`config.mk`:
```
export PLATFORM = sky130hd
export DESIGN_NAME = bounded_deque_top
export DESIGN_NICKNAME = d
export VERILOG_FILES = /design/src/design/bd_pkg.sv /design/src/design/bounded_deque_top.sv
export SDC_FILE = /design/constraint.sdc
export NUM_CORES = 2
export LEC_CHECK = 0
export BUFFER_PORTS_ARGS = -buffer_cell sky130_fd_sc_hd__buf_4
export CAP_MARGIN = 40
export CORE_MARGIN = 4
export CORE_UTILIZATION = 35
export DETAILED_ROUTE_END_ITERATION = 8
export GPL_TIMING_DRIVEN = 0
export PLACE_DENSITY = 0.48
export RECOVER_POWER = 50
export SKIP_CTS_REPAIR_TIMING = 1
export SLEW_MARGIN = 20
export SYNTH_ARGS = -nofsm -noshare
export SYNTH_HDL_FRONTEND = slang
export SYNTH_SLANG_ARGS = --single-unit
export TNS_END_PERCENT = 50
```
`constraint.sdc`:
```
create_clock -name clk -period 4.05 [get_ports clk]
set_input_delay 1.0125 -clock clk [delete_from_list [all_inputs] [get_ports clk]]
set_output_delay 1.0125 -clock clk [all_outputs]
set_load 0.01 [all_outputs]
```
`src/design/bd_pkg.sv`:
```
`timescale 1ns / 1ps

package bd_pkg;

  localparam int DEPTH_DEFAULT      = 256;
  localparam int DATA_WIDTH_DEFAULT = 8;
  localparam int CMD_W              = 3;

  typedef enum logic [CMD_W-1:0] {
    CMD_PUSH_FRONT = 3'd0,
    CMD_PUSH_BACK  = 3'd1,
    CMD_POP_FRONT  = 3'd2,
    CMD_POP_BACK   = 3'd3,
    CMD_CLEAR      = 3'd4,
    CMD_NOP        = 3'd5
  } cmd_t;

  typedef enum logic [1:0] {
    ST_IDLE,
    ST_READ,
    ST_LOAD
  } state_t;

endpackage

```
`src/design/bounded_deque_top.sv`:
```
`timescale 1ns / 1ps

// Double-ended queue of DEPTH entries of DATA_WIDTH bits, held in a ring memory
// with two registered read ports. Every command gives exactly one result
// carrying the front and back values (zero when empty), the element count,
// empty and full flags, and an overflow flag for a push dropped on a full queue.
// A command goes from acceptance to its result thus: the accept cycle updates
// the pointers and writes the memory, ST_READ addresses the new front and back
// entries, and ST_LOAD loads the memory's registered read data into the result
// register once the output is not stalled. The input is stalled until then; a
// new command can be taken while the previous result still waits at the output.
// Popping an empty queue changes nothing. No clearing pass is needed after reset.
module bounded_deque_top #(
  parameter int DEPTH      = bd_pkg::DEPTH_DEFAULT,
  parameter int DATA_WIDTH = bd_pkg::DATA_WIDTH_DEFAULT
) (
  input  logic                          clk,
  input  logic                          rst_n,
  input  logic                          in_valid,
  output logic                          in_stall,
  input  logic [bd_pkg::CMD_W-1:0]      in_cmd,
  input  logic [DATA_WIDTH-1:0]         in_value,
  output logic                          out_valid,
  input  logic                          out_stall,
  output logic [DATA_WIDTH-1:0]         out_front_value,
  output logic [DATA_WIDTH-1:0]         out_back_value,
  output logic [$clog2(DEPTH+1)-1:0]    out_element_total,
  output logic                          out_is_empty,
  output logic                          out_is_full,
  output logic                          out_overflow
);

  localparam int AW = $clog2(DEPTH);
  localparam int CW = $clog2(DEPTH + 1);
  localparam int SW = AW + 1;

  bd_pkg::state_t state_r, state_nxt;

  logic [AW-1:0]         head_r, head_nxt;
  logic [CW-1:0]         count_r, count_nxt;
  logic                  ovf_r, ovf_nxt;

  logic [DATA_WIDTH-1:0] mem [DEPTH];
  logic                  wr_en;
  logic [AW-1:0]         wr_addr;
  logic [DATA_WIDTH-1:0] rd_front_r, rd_back_r;

  logic                  in_acc;
  logic                  full;
  logic                  empty;
  logic                  load;
  logic [AW-1:0]         head_dec;
  logic [SW-1:0]         tail_sum;
  logic [AW-1:0]         tail_addr;
  logic [SW-1:0]         back_sum;
  logic [AW-1:0]         back_addr;

  logic                  out_valid_r, out_valid_nxt;
  logic [DATA_WIDTH-1:0] front_r, back_r;
  logic [CW-1:0]         total_r;
  logic                  is_empty_r, is_full_r, overflow_r;

  assign in_acc = in_valid && !in_stall;
  assign full   = (count_r == CW'(DEPTH));
  assign empty  = (count_r == '0);
  assign load   = (state_r == bd_pkg::ST_LOAD) && (!out_valid_r || !out_stall);

  // ring index arithmetic
  always_comb begin
    head_dec  = (head_r == '0) ? AW'(DEPTH - 1) : head_r - AW'(1);
    tail_sum  = SW'(head_r) + SW'(count_r);
    if (tail_sum >= SW'(DEPTH)) begin
      tail_sum = tail_sum - SW'(DEPTH);
    end
    tail_addr = tail_sum[AW-1:0];
    back_sum  = SW'(head_r) + SW'(count_r) - SW'(1);
    if (back_sum >= SW'(DEPTH)) begin
      back_sum = back_sum - SW'(DEPTH);
    end
    back_addr = back_sum[AW-1:0];
  end

  // command decode
  always_comb begin
    head_nxt  = head_r;
    count_nxt = count_r;
    ovf_nxt   = ovf_r;
    wr_en     = 1'b0;
    wr_addr   = tail_addr;
    if (in_acc) begin
      ovf_nxt = 1'b0;
      case (in_cmd)
        bd_pkg::CMD_PUSH_FRONT: begin
          if (full) begin
            ovf_nxt = 1'b1;
          end else begin
            head_nxt  = head_dec;
            count_nxt = count_r + CW'(1);
            wr_en     = 1'b1;
            wr_addr   = head_dec;
          end
        end
        bd_pkg::CMD_PUSH_BACK: begin
          if (full) begin
            ovf_nxt = 1'b1;
          end else begin
            count_nxt = count_r + CW'(1);
            wr_en     = 1'b1;
            wr_addr   = tail_addr;
          end
        end
        bd_pkg::CMD_POP_FRONT: begin
          if (!empty) begin
            head_nxt  = (head_r == AW'(DEPTH - 1)) ? '0 : head_r + AW'(1);
            count_nxt = count_r - CW'(1);
          end
        end
        bd_pkg::CMD_POP_BACK: begin
          if (!empty) begin
            count_nxt = count_r - CW'(1);
          end
        end
        bd_pkg::CMD_CLEAR: begin
          head_nxt  = '0;
          count_nxt = '0;
        end
        default: begin
        end
      endcase
    end
  end

  // next state
  always_comb begin
    state_nxt = state_r;
    case (state_r)
      bd_pkg::ST_IDLE: begin
        if (in_acc) begin
          state_nxt = bd_pkg::ST_READ;
        end
      end
      bd_pkg::ST_READ: begin
        state_nxt = bd_pkg::ST_LOAD;
      end
      bd_pkg::ST_LOAD: begin
        if (load) begin
          state_nxt = bd_pkg::ST_IDLE;
        end
      end
      default: begin
        state_nxt = bd_pkg::ST_IDLE;
      end
    endcase
  end

  // outputs of the sequencer
  always_comb begin
    in_stall = 1'b1;
    case (state_r)
      bd_pkg::ST_IDLE: in_stall = 1'b0;
      default:         in_stall = 1'b1;
    endcase
  end

  always_comb begin
    out_valid_nxt = out_valid_r;
    if (load) begin
      out_valid_nxt = 1'b1;
    end else if (out_valid_r && !out_stall) begin
      out_valid_nxt = 1'b0;
    end
  end

  always_ff @(posedge clk) begin
    if (!rst_n) begin
      state_r     <= bd_pkg::ST_IDLE;
      head_r      <= '0;
      count_r     <= '0;
      ovf_r       <= 1'b0;
      out_valid_r <= 1'b0;
    end else begin
      state_r     <= state_nxt;
      head_r      <= head_nxt;
      count_r     <= count_nxt;
      ovf_r       <= ovf_nxt;
      out_valid_r <= out_valid_nxt;
    end
  end

  // ring memory
  always_ff @(posedge clk) begin
    if (wr_en) begin
      mem[wr_addr] <= in_value;
    end
    rd_front_r <= mem[head_r];
    rd_back_r  <= mem[back_addr];
  end

  // result register
  always_ff @(posedge clk) begin
    if (load) begin
      front_r    <= empty ? '0 : rd_front_r;
      back_r     <= empty ? '0 : rd_back_r;
      total_r    <= count_r;
      is_empty_r <= empty;
      is_full_r  <= full;
      overflow_r <= ovf_r;
    end
  end

  assign out_valid         = out_valid_r;
  assign out_front_value   = front_r;
  assign out_back_value    = back_r;
  assign out_element_total = total_r;
  assign out_is_empty      = is_empty_r;
  assign out_is_full       = is_full_r;
  assign out_overflow      = overflow_r;

  a_count_bound: assert property (@(posedge clk) disable iff (!rst_n)
    count_r <= CW'(DEPTH))
    else $error("element count beyond depth");

  a_accept_starts_read: assert property (@(posedge clk) disable iff (!rst_n)
    in_acc |=> state_r == bd_pkg::ST_READ)
    else $error("accepted request did not start a read");

  a_empty_zero: assert property (@(posedge clk) disable iff (!rst_n)
    out_valid && out_is_empty |-> out_front_value == '0 && out_back_value == '0)
    else $error("empty result carries data");

  a_overflow_full: assert property (@(posedge clk) disable iff (!rst_n)
    out_valid && out_overflow |-> out_is_full)
    else $error("overflow on a queue that is not full");

endmodule
```
# Word-level counts from Yosys, hierarchy flattened
# Memory sizes are Yosys's and may differ from the RTL's. A register that Yosys moved wholly into a read port is not among the register bits.
# Cells that the tools add are included.
# totals
reg_bits	49
ram_bits	2048
in_bits	15
out_inout_bits	30
elab_cells	80
memories	1
# classes
n_addsub	8
order_cmp	2
eq_ne	14
mux	26
n_reduce_logical	18
# memory_table
memory	words	word_bits	read_ports	rd_ports_with_merged_regs	wr	line	text
mem	256	8	2	2	1	bounded_deque_top.sv:43	logic [DATA_WIDTH-1:0] mem [DEPTH];
# ops
op	count
8-bit two-way mux	9
9-bit one-hot mux with 3 select lines	1
8-bit one-hot mux with 3 select lines	1
8-bit by 1-bit subtractor with 8-bit output, second input constant	3
9-bit >= comparator, second input constant	2
9-bit two-way mux	2
9-bit by 1-bit subtractor with 9-bit output, second input constant	2
2-bit != test, second input constant	6
1-bit two-way mux	10
8-bit by 9-bit adder with 9-bit output	1
9-bit by 1-bit adder with 9-bit output, second input constant	1
9-bit == test, second input constant	1
9-bit zero test	1
8-bit by 1-bit adder with 8-bit output, second input constant	1
8-bit == test, second input constant	1
8-bit zero test	1
4-bit AND reduction	2
3-bit by 2-bit == test with 1-bit output, second input constant	2
2-bit one-hot mux with 3 select lines	1
3-bit nonzero test	2
2-bit two-way mux	2
2-bit OR reduction	2
3-bit by 1-bit == test with 1-bit output, second input constant	1
3-bit == test, second input constant	1
9 further kinds	12

# Longest topological paths before layout
# depth
ltp_word	6
depth_mapped	16

# Least setup slack after synthesis
# Ideal clock, no wire load.
# synth_path
path_type	input-to-reg
startpoint	in in_valid
endpoint	mem mem[208][0] (netlist name) (enable)
setup_time_ns	0.370
arrival_ns	3.280
t_required_ns	3.680
setup_slack_ns	0.400
path_stages	9
n_path_buf	2
cell_sequence	nor3b_1 -> nand2_1 -> or3_4 -> buf_4 -> mux2_2 -> nor2_2 -> nand2_1 -> buf_2 -> nor2_1
# synth_via
elab_chain_cells	4
# synth_rtl
item	line	text
from (decl)	bounded_deque_top.sv:19	input logic in_valid,
1-bit logical AND (*)	bounded_deque_top.sv:63	assign in_acc = in_valid && !in_stall;
1-bit two-way mux	bounded_deque_top.sv:90	if (in_acc) begin
1-bit two-way mux	bounded_deque_top.sv:192	if (wr_en) begin
1-bit two-way mux (implied by the code)	bounded_deque_top.sv:193	mem[wr_addr] <= in_value;
to (decl)	bounded_deque_top.sv:43	
# Mark *: on every way between the ends. The rest lies on a longest branch, timed or not.

==> impl_metrics.tcl <==
set metrics [dict create \
    regToRegStartpoint "head_r[3]" \
    die_area_mm2 0.2931 \
    viasPerCell 6.281 \
    worst-setup-path-type "flip-flop to flip-flop" \
    status "finished with violations" \
    floorplan.die.width_um 541.4 \
    hp-start "rst_n" \
    hold_end "count_r[8]" \
    floorplan.initialDensity_pct 35.21 \
    finalWorstSetupSlack_ns -0.2689 \
    yosysUniqueCellTypes 60 \
    synth_top_family_by_area "multiplexers" \
    chipHeight_um 541.4 \
    worstRegToRegCells 11 \
    yosys-mux-area-fraction_pct 31.85 \
    worstSetupEndpointType "flip-flop" \
    power.ir.vdd_worst_v 0.0004057 \
    synth_compound_area_share_pct 0.7301 \
    setup_tns_ns -41.35 \
    grt_setup_unrepaired "true" \
    core_area_mm2 0.2828 \
    syn-instance-count 4784 \
    drt-total-wl_um 410100 \
    detail_route.iter0.violations 8604 \
    drc 0 \
    fmax_mhz 231.5 \
    hold_viol 0 \
    antenna_violating_nets_post_route 0 \
    initial_antenna_violation_count 21 \
    mostFrequentLayoutCell "sky130_fd_sc_hd__edfxtp_1" \
    grt_pass1_vias 57431 \
    cts.clk_slew.worst_paths_ns 0.06 \
    crit_required_ns 4.85 \
    adder_and_majority_cell_fraction_of_the_synthesized_area_pct 0.2664 \
    layout.nets 5552 \
    failing_checks "max-capacitance violations, max-slew violations, negative setup slack" \
    design.portCount 45 \
    syn_nets 4819 \
    slew_violations 787 \
    critPathMaxFanout 10 \
    holdCritPathClass "input pin to flip-flop" \
    power-per-cell-area_mw_per_mm2 530.3 \
    postSynthAreaPerCell_um2 20.81 \
    synth-seq-area-share_pct 63.35 \
    grt_pass1_wl_um 534600 \
    switching_power_mw 20.38 \
    cts_tree "yes" \
    critical_path.startpoint_type "flip-flop" \
    layout.cells.most_common_list "sky130_fd_sc_hd__edfxtp_1 (2076), sky130_fd_sc_hd__mux4_2 (1179), sky130_fd_sc_hd__mux2i_1 (345)" \
    reg2reg_setup_slack_ns -0.27 \
    grt_use_total_pct 27.38 \
    max_slew_margin_pct -170.4 \
    hold-path-cell-count 2 \
    power.sequential.fraction_pct 37.6 \
    gp_congestion 0.9592 \
    wirelength_per_cell_um 43.39 \
    post_synth_xor_area_fraction_pct 0.1910 \
    numClockSinks 2113 \
    drive_gt1_share_pct 48.21 \
    cell_internal_pwr_mw 44.05 \
    post-route-period-util_pct 106.6 \
    largest_net_degree_at_the_start_of_global_routing 126 \
    asyncSetResetFlopFracSynth_pct 0 \
    flop_and_latch_count_out_of_synthesis 2113 \
    r2r-end "rd_front_r[5]" \
    num_vias 59366 \
    cts-htree-levels 4 \
    overflow_left_after_global_routing 0 \
    hpwlAfterDp_um 303300 \
    worst-slew-pin-transition_ns 4.056 \
    critical_path_arrival_ns 5.12 \
    cts_made_buffers 237 \
    post-route-min-period_ns 4.319 \
    drtPass1Iterations 6 \
    setup_violations 541 \
    power.share.combinational_pct 28.3 \
    cts-root-buf "sky130_fd_sc_hd__clkbuf_16" \
    cts-root-to-sink-buffers 4 \
    timing.clock.skew_ns 0.07094 \
    max_cap_violations 10 \
    post_synth_and_or_nand_nor_area_fraction_pct 1.946 \
    total_leakage_power_nw 37.61 \
    synth_flop_cell "sky130_fd_sc_hd__edfxtp_1" \
    yosys_warnings 0 \
    area_growth_syn_to_layout_pct 22.00 \
    portBuffers 42 \
    mappedNetlistArea_mm2 0.09957 \
    clock_power_share_pct 34.2 \
    synth_edf_count 2076 \
    worstSkewPairLatency_ns 0.93 \
    row_count 195 \
    power_switching_share_pct 31.63 \
    finish.utilization_pct 42.96 \
]
==> cell families after synthesis <==
group,count (synthesis)
flops,2113
mux,1693
simple gates,444
buf+inv,384
compound gates,110
xor+xnor,20
fa+ha+maj,20
==> synth_stat cells, types with 2 or more instances <==
cell,instances,area share (%)
sky130_fd_sc_hd__inv_2,2,0.0075
sky130_fd_sc_hd__xor2_1,4,0.035
sky130_fd_sc_hd__o32ai_1,2,0.018
sky130_fd_sc_hd__nand3_1,12,0.060
sky130_fd_sc_hd__ha_1,18,0.23
sky130_fd_sc_hd__a31oi_1,4,0.025
sky130_fd_sc_hd__edfxtp_1,2076,63
sky130_fd_sc_hd__or2_2,3,0.019
sky130_fd_sc_hd__nor3_1,3,0.015
sky130_fd_sc_hd__dfxtp_1,37,0.74
sky130_fd_sc_hd__and2_1,8,0.050
sky130_fd_sc_hd__and3_1,4,0.025
sky130_fd_sc_hd__o21a_1,2,0.015
sky130_fd_sc_hd__nand2_1,53,0.20
sky130_fd_sc_hd__nor2_2,5,0.031
sky130_fd_sc_hd__o22ai_1,2,0.013
sky130_fd_sc_hd__a21boi_0,3,0.023
sky130_fd_sc_hd__buf_6,3,0.034
sky130_fd_sc_hd__nor2_1,283,1.1
sky130_fd_sc_hd__clkbuf_1,164,0.62
sky130_fd_sc_hd__nand2b_1,5,0.031
sky130_fd_sc_hd__nand2_2,11,0.069
sky130_fd_sc_hd__or4_1,2,0.015
sky130_fd_sc_hd__nor3b_1,3,0.023
sky130_fd_sc_hd__xnor2_1,15,0.13
sky130_fd_sc_hd__buf_4,9,0.068
sky130_fd_sc_hd__a22oi_1,27,0.20
sky130_fd_sc_hd__o211ai_1,3,0.023
sky130_fd_sc_hd__mux4_2,1179,27
sky130_fd_sc_hd__mux2_2,4,0.045
sky130_fd_sc_hd__nor2b_1,40,0.25
sky130_fd_sc_hd__and2b_1,2,0.015
sky130_fd_sc_hd__a21oi_1,20,0.10
sky130_fd_sc_hd__fa_1,2,0.040
sky130_fd_sc_hd__or3_1,6,0.038
sky130_fd_sc_hd__a21o_1,3,0.023
sky130_fd_sc_hd__mux2i_1,509,5.1
sky130_fd_sc_hd__inv_1,15,0.057
sky130_fd_sc_hd__a211oi_1,6,0.045
sky130_fd_sc_hd__buf_2,128,0.64
sky130_fd_sc_hd__buf_1,63,0.24
sky130_fd_sc_hd__o21ai_0,26,0.13
==> metrics by stage <==
step / area, um^2 / power, mW / setup WS [ns] / cells / hold slack (ns)
4_1_cts: 116600 / 61.61 / -2.325 / 9304 / 0.3355
3_3_place_gp: 104600 / 39.24 / -4.695 / 8569 / 0.4223
3_5_place_dp: 108800 / 39.75 / -2.314 / 8876 / 0.4178
2_1_floorplan: 99570 / 32.28 / 0.4002 / 4784 / 0.4081
6_report: 121500 / 64.43 / -0.2689 / 9452 / 0.3954
5_1_grt: 121500 / 65.84 / -0.1542 / 9450 / 0.3626
==> power by group through the flow <==
stage	combinational, mW	sequential, mW	clock, mW
final	18.2	24.2	22.0
after global placement	14.5	24.7	0
after floorplan	7.66	24.6	0
after detailed placement	15.1	24.7	0
after CTS	15.2	24.2	22.3
after global routing	18.4	24.2	23.3
==> how the worst max path moves through the flow <==
stage / from / end / slack [ns] / cells past startpoint
2_1_floorplan: in_valid / mem[208][0] / 0.40 / 9
3_3_place_gp: head_r[0] / mem[223][2] / -4.69 / 11
3_5_place_dp: count_r[0] / rd_back_r[1] / -2.31 / 16
4_1_cts: count_r[0] / rd_back_r[2] / -2.32 / 16
5_1_grt: head_r[1] / mem[148][1] / -0.15 / 19
6_report: head_r[3] / rd_front_r[5] / -0.27 / 11
==> per-layer routing <==
metal  global-route usage, %  vias to the layer above  part of all wire [%]
met5                       0                        -                0.0063
met4                   11.29                        4                   5.4
met3                   8.536                      767                    12
met2                   40.55                     3843                    44
met1                   37.54                    32522                    39
li1                        -                    22230                     -
==> cell type report <==
cell class              count  area, um^2
repair buffers            496        5603
plain buffers             365        2680
clock inverters           143        1555
inverters                  17       73.82
diodes                      3       7.507
clock buffers             285        6196
fillers                 24269      161300
multi-input cells        2287       37590
well taps                3743        4683
flip-flops and latches   2113       63090
==> worst max-delay path, stage by stage, from the launching register on <==
cell and delay, ns:
sky130_fd_sc_hd__dfxtp_1 0.37, sky130_fd_sc_hd__clkbuf_1 0.30, sky130_fd_sc_hd__clkbuf_2 0.39, sky130_fd_sc_hd__buf_16 0.22, sky130_fd_sc_hd__clkbuf_2 0.55, sky130_fd_sc_hd__clkbuf_2 0.50
sky130_fd_sc_hd__buf_16 0.22, sky130_fd_sc_hd__mux4_2 0.20, sky130_fd_sc_hd__nand2_1 0.16, sky130_fd_sc_hd__a31oi_1 0.73, sky130_fd_sc_hd__a22oi_1 0.16, sky130_fd_sc_hd__nand2_1 0.35
==> registers in the layout, summed over array words and instances, names as in the netlist, 2 cells and up <==
name and cells:
mem 2048, count_r 9, out_element_total 9, head_r 8
out_back_value 8, out_front_value 8, rd_back_r 8, rd_front_r 8
state_r 2
(Power assumes the default switching activity.)
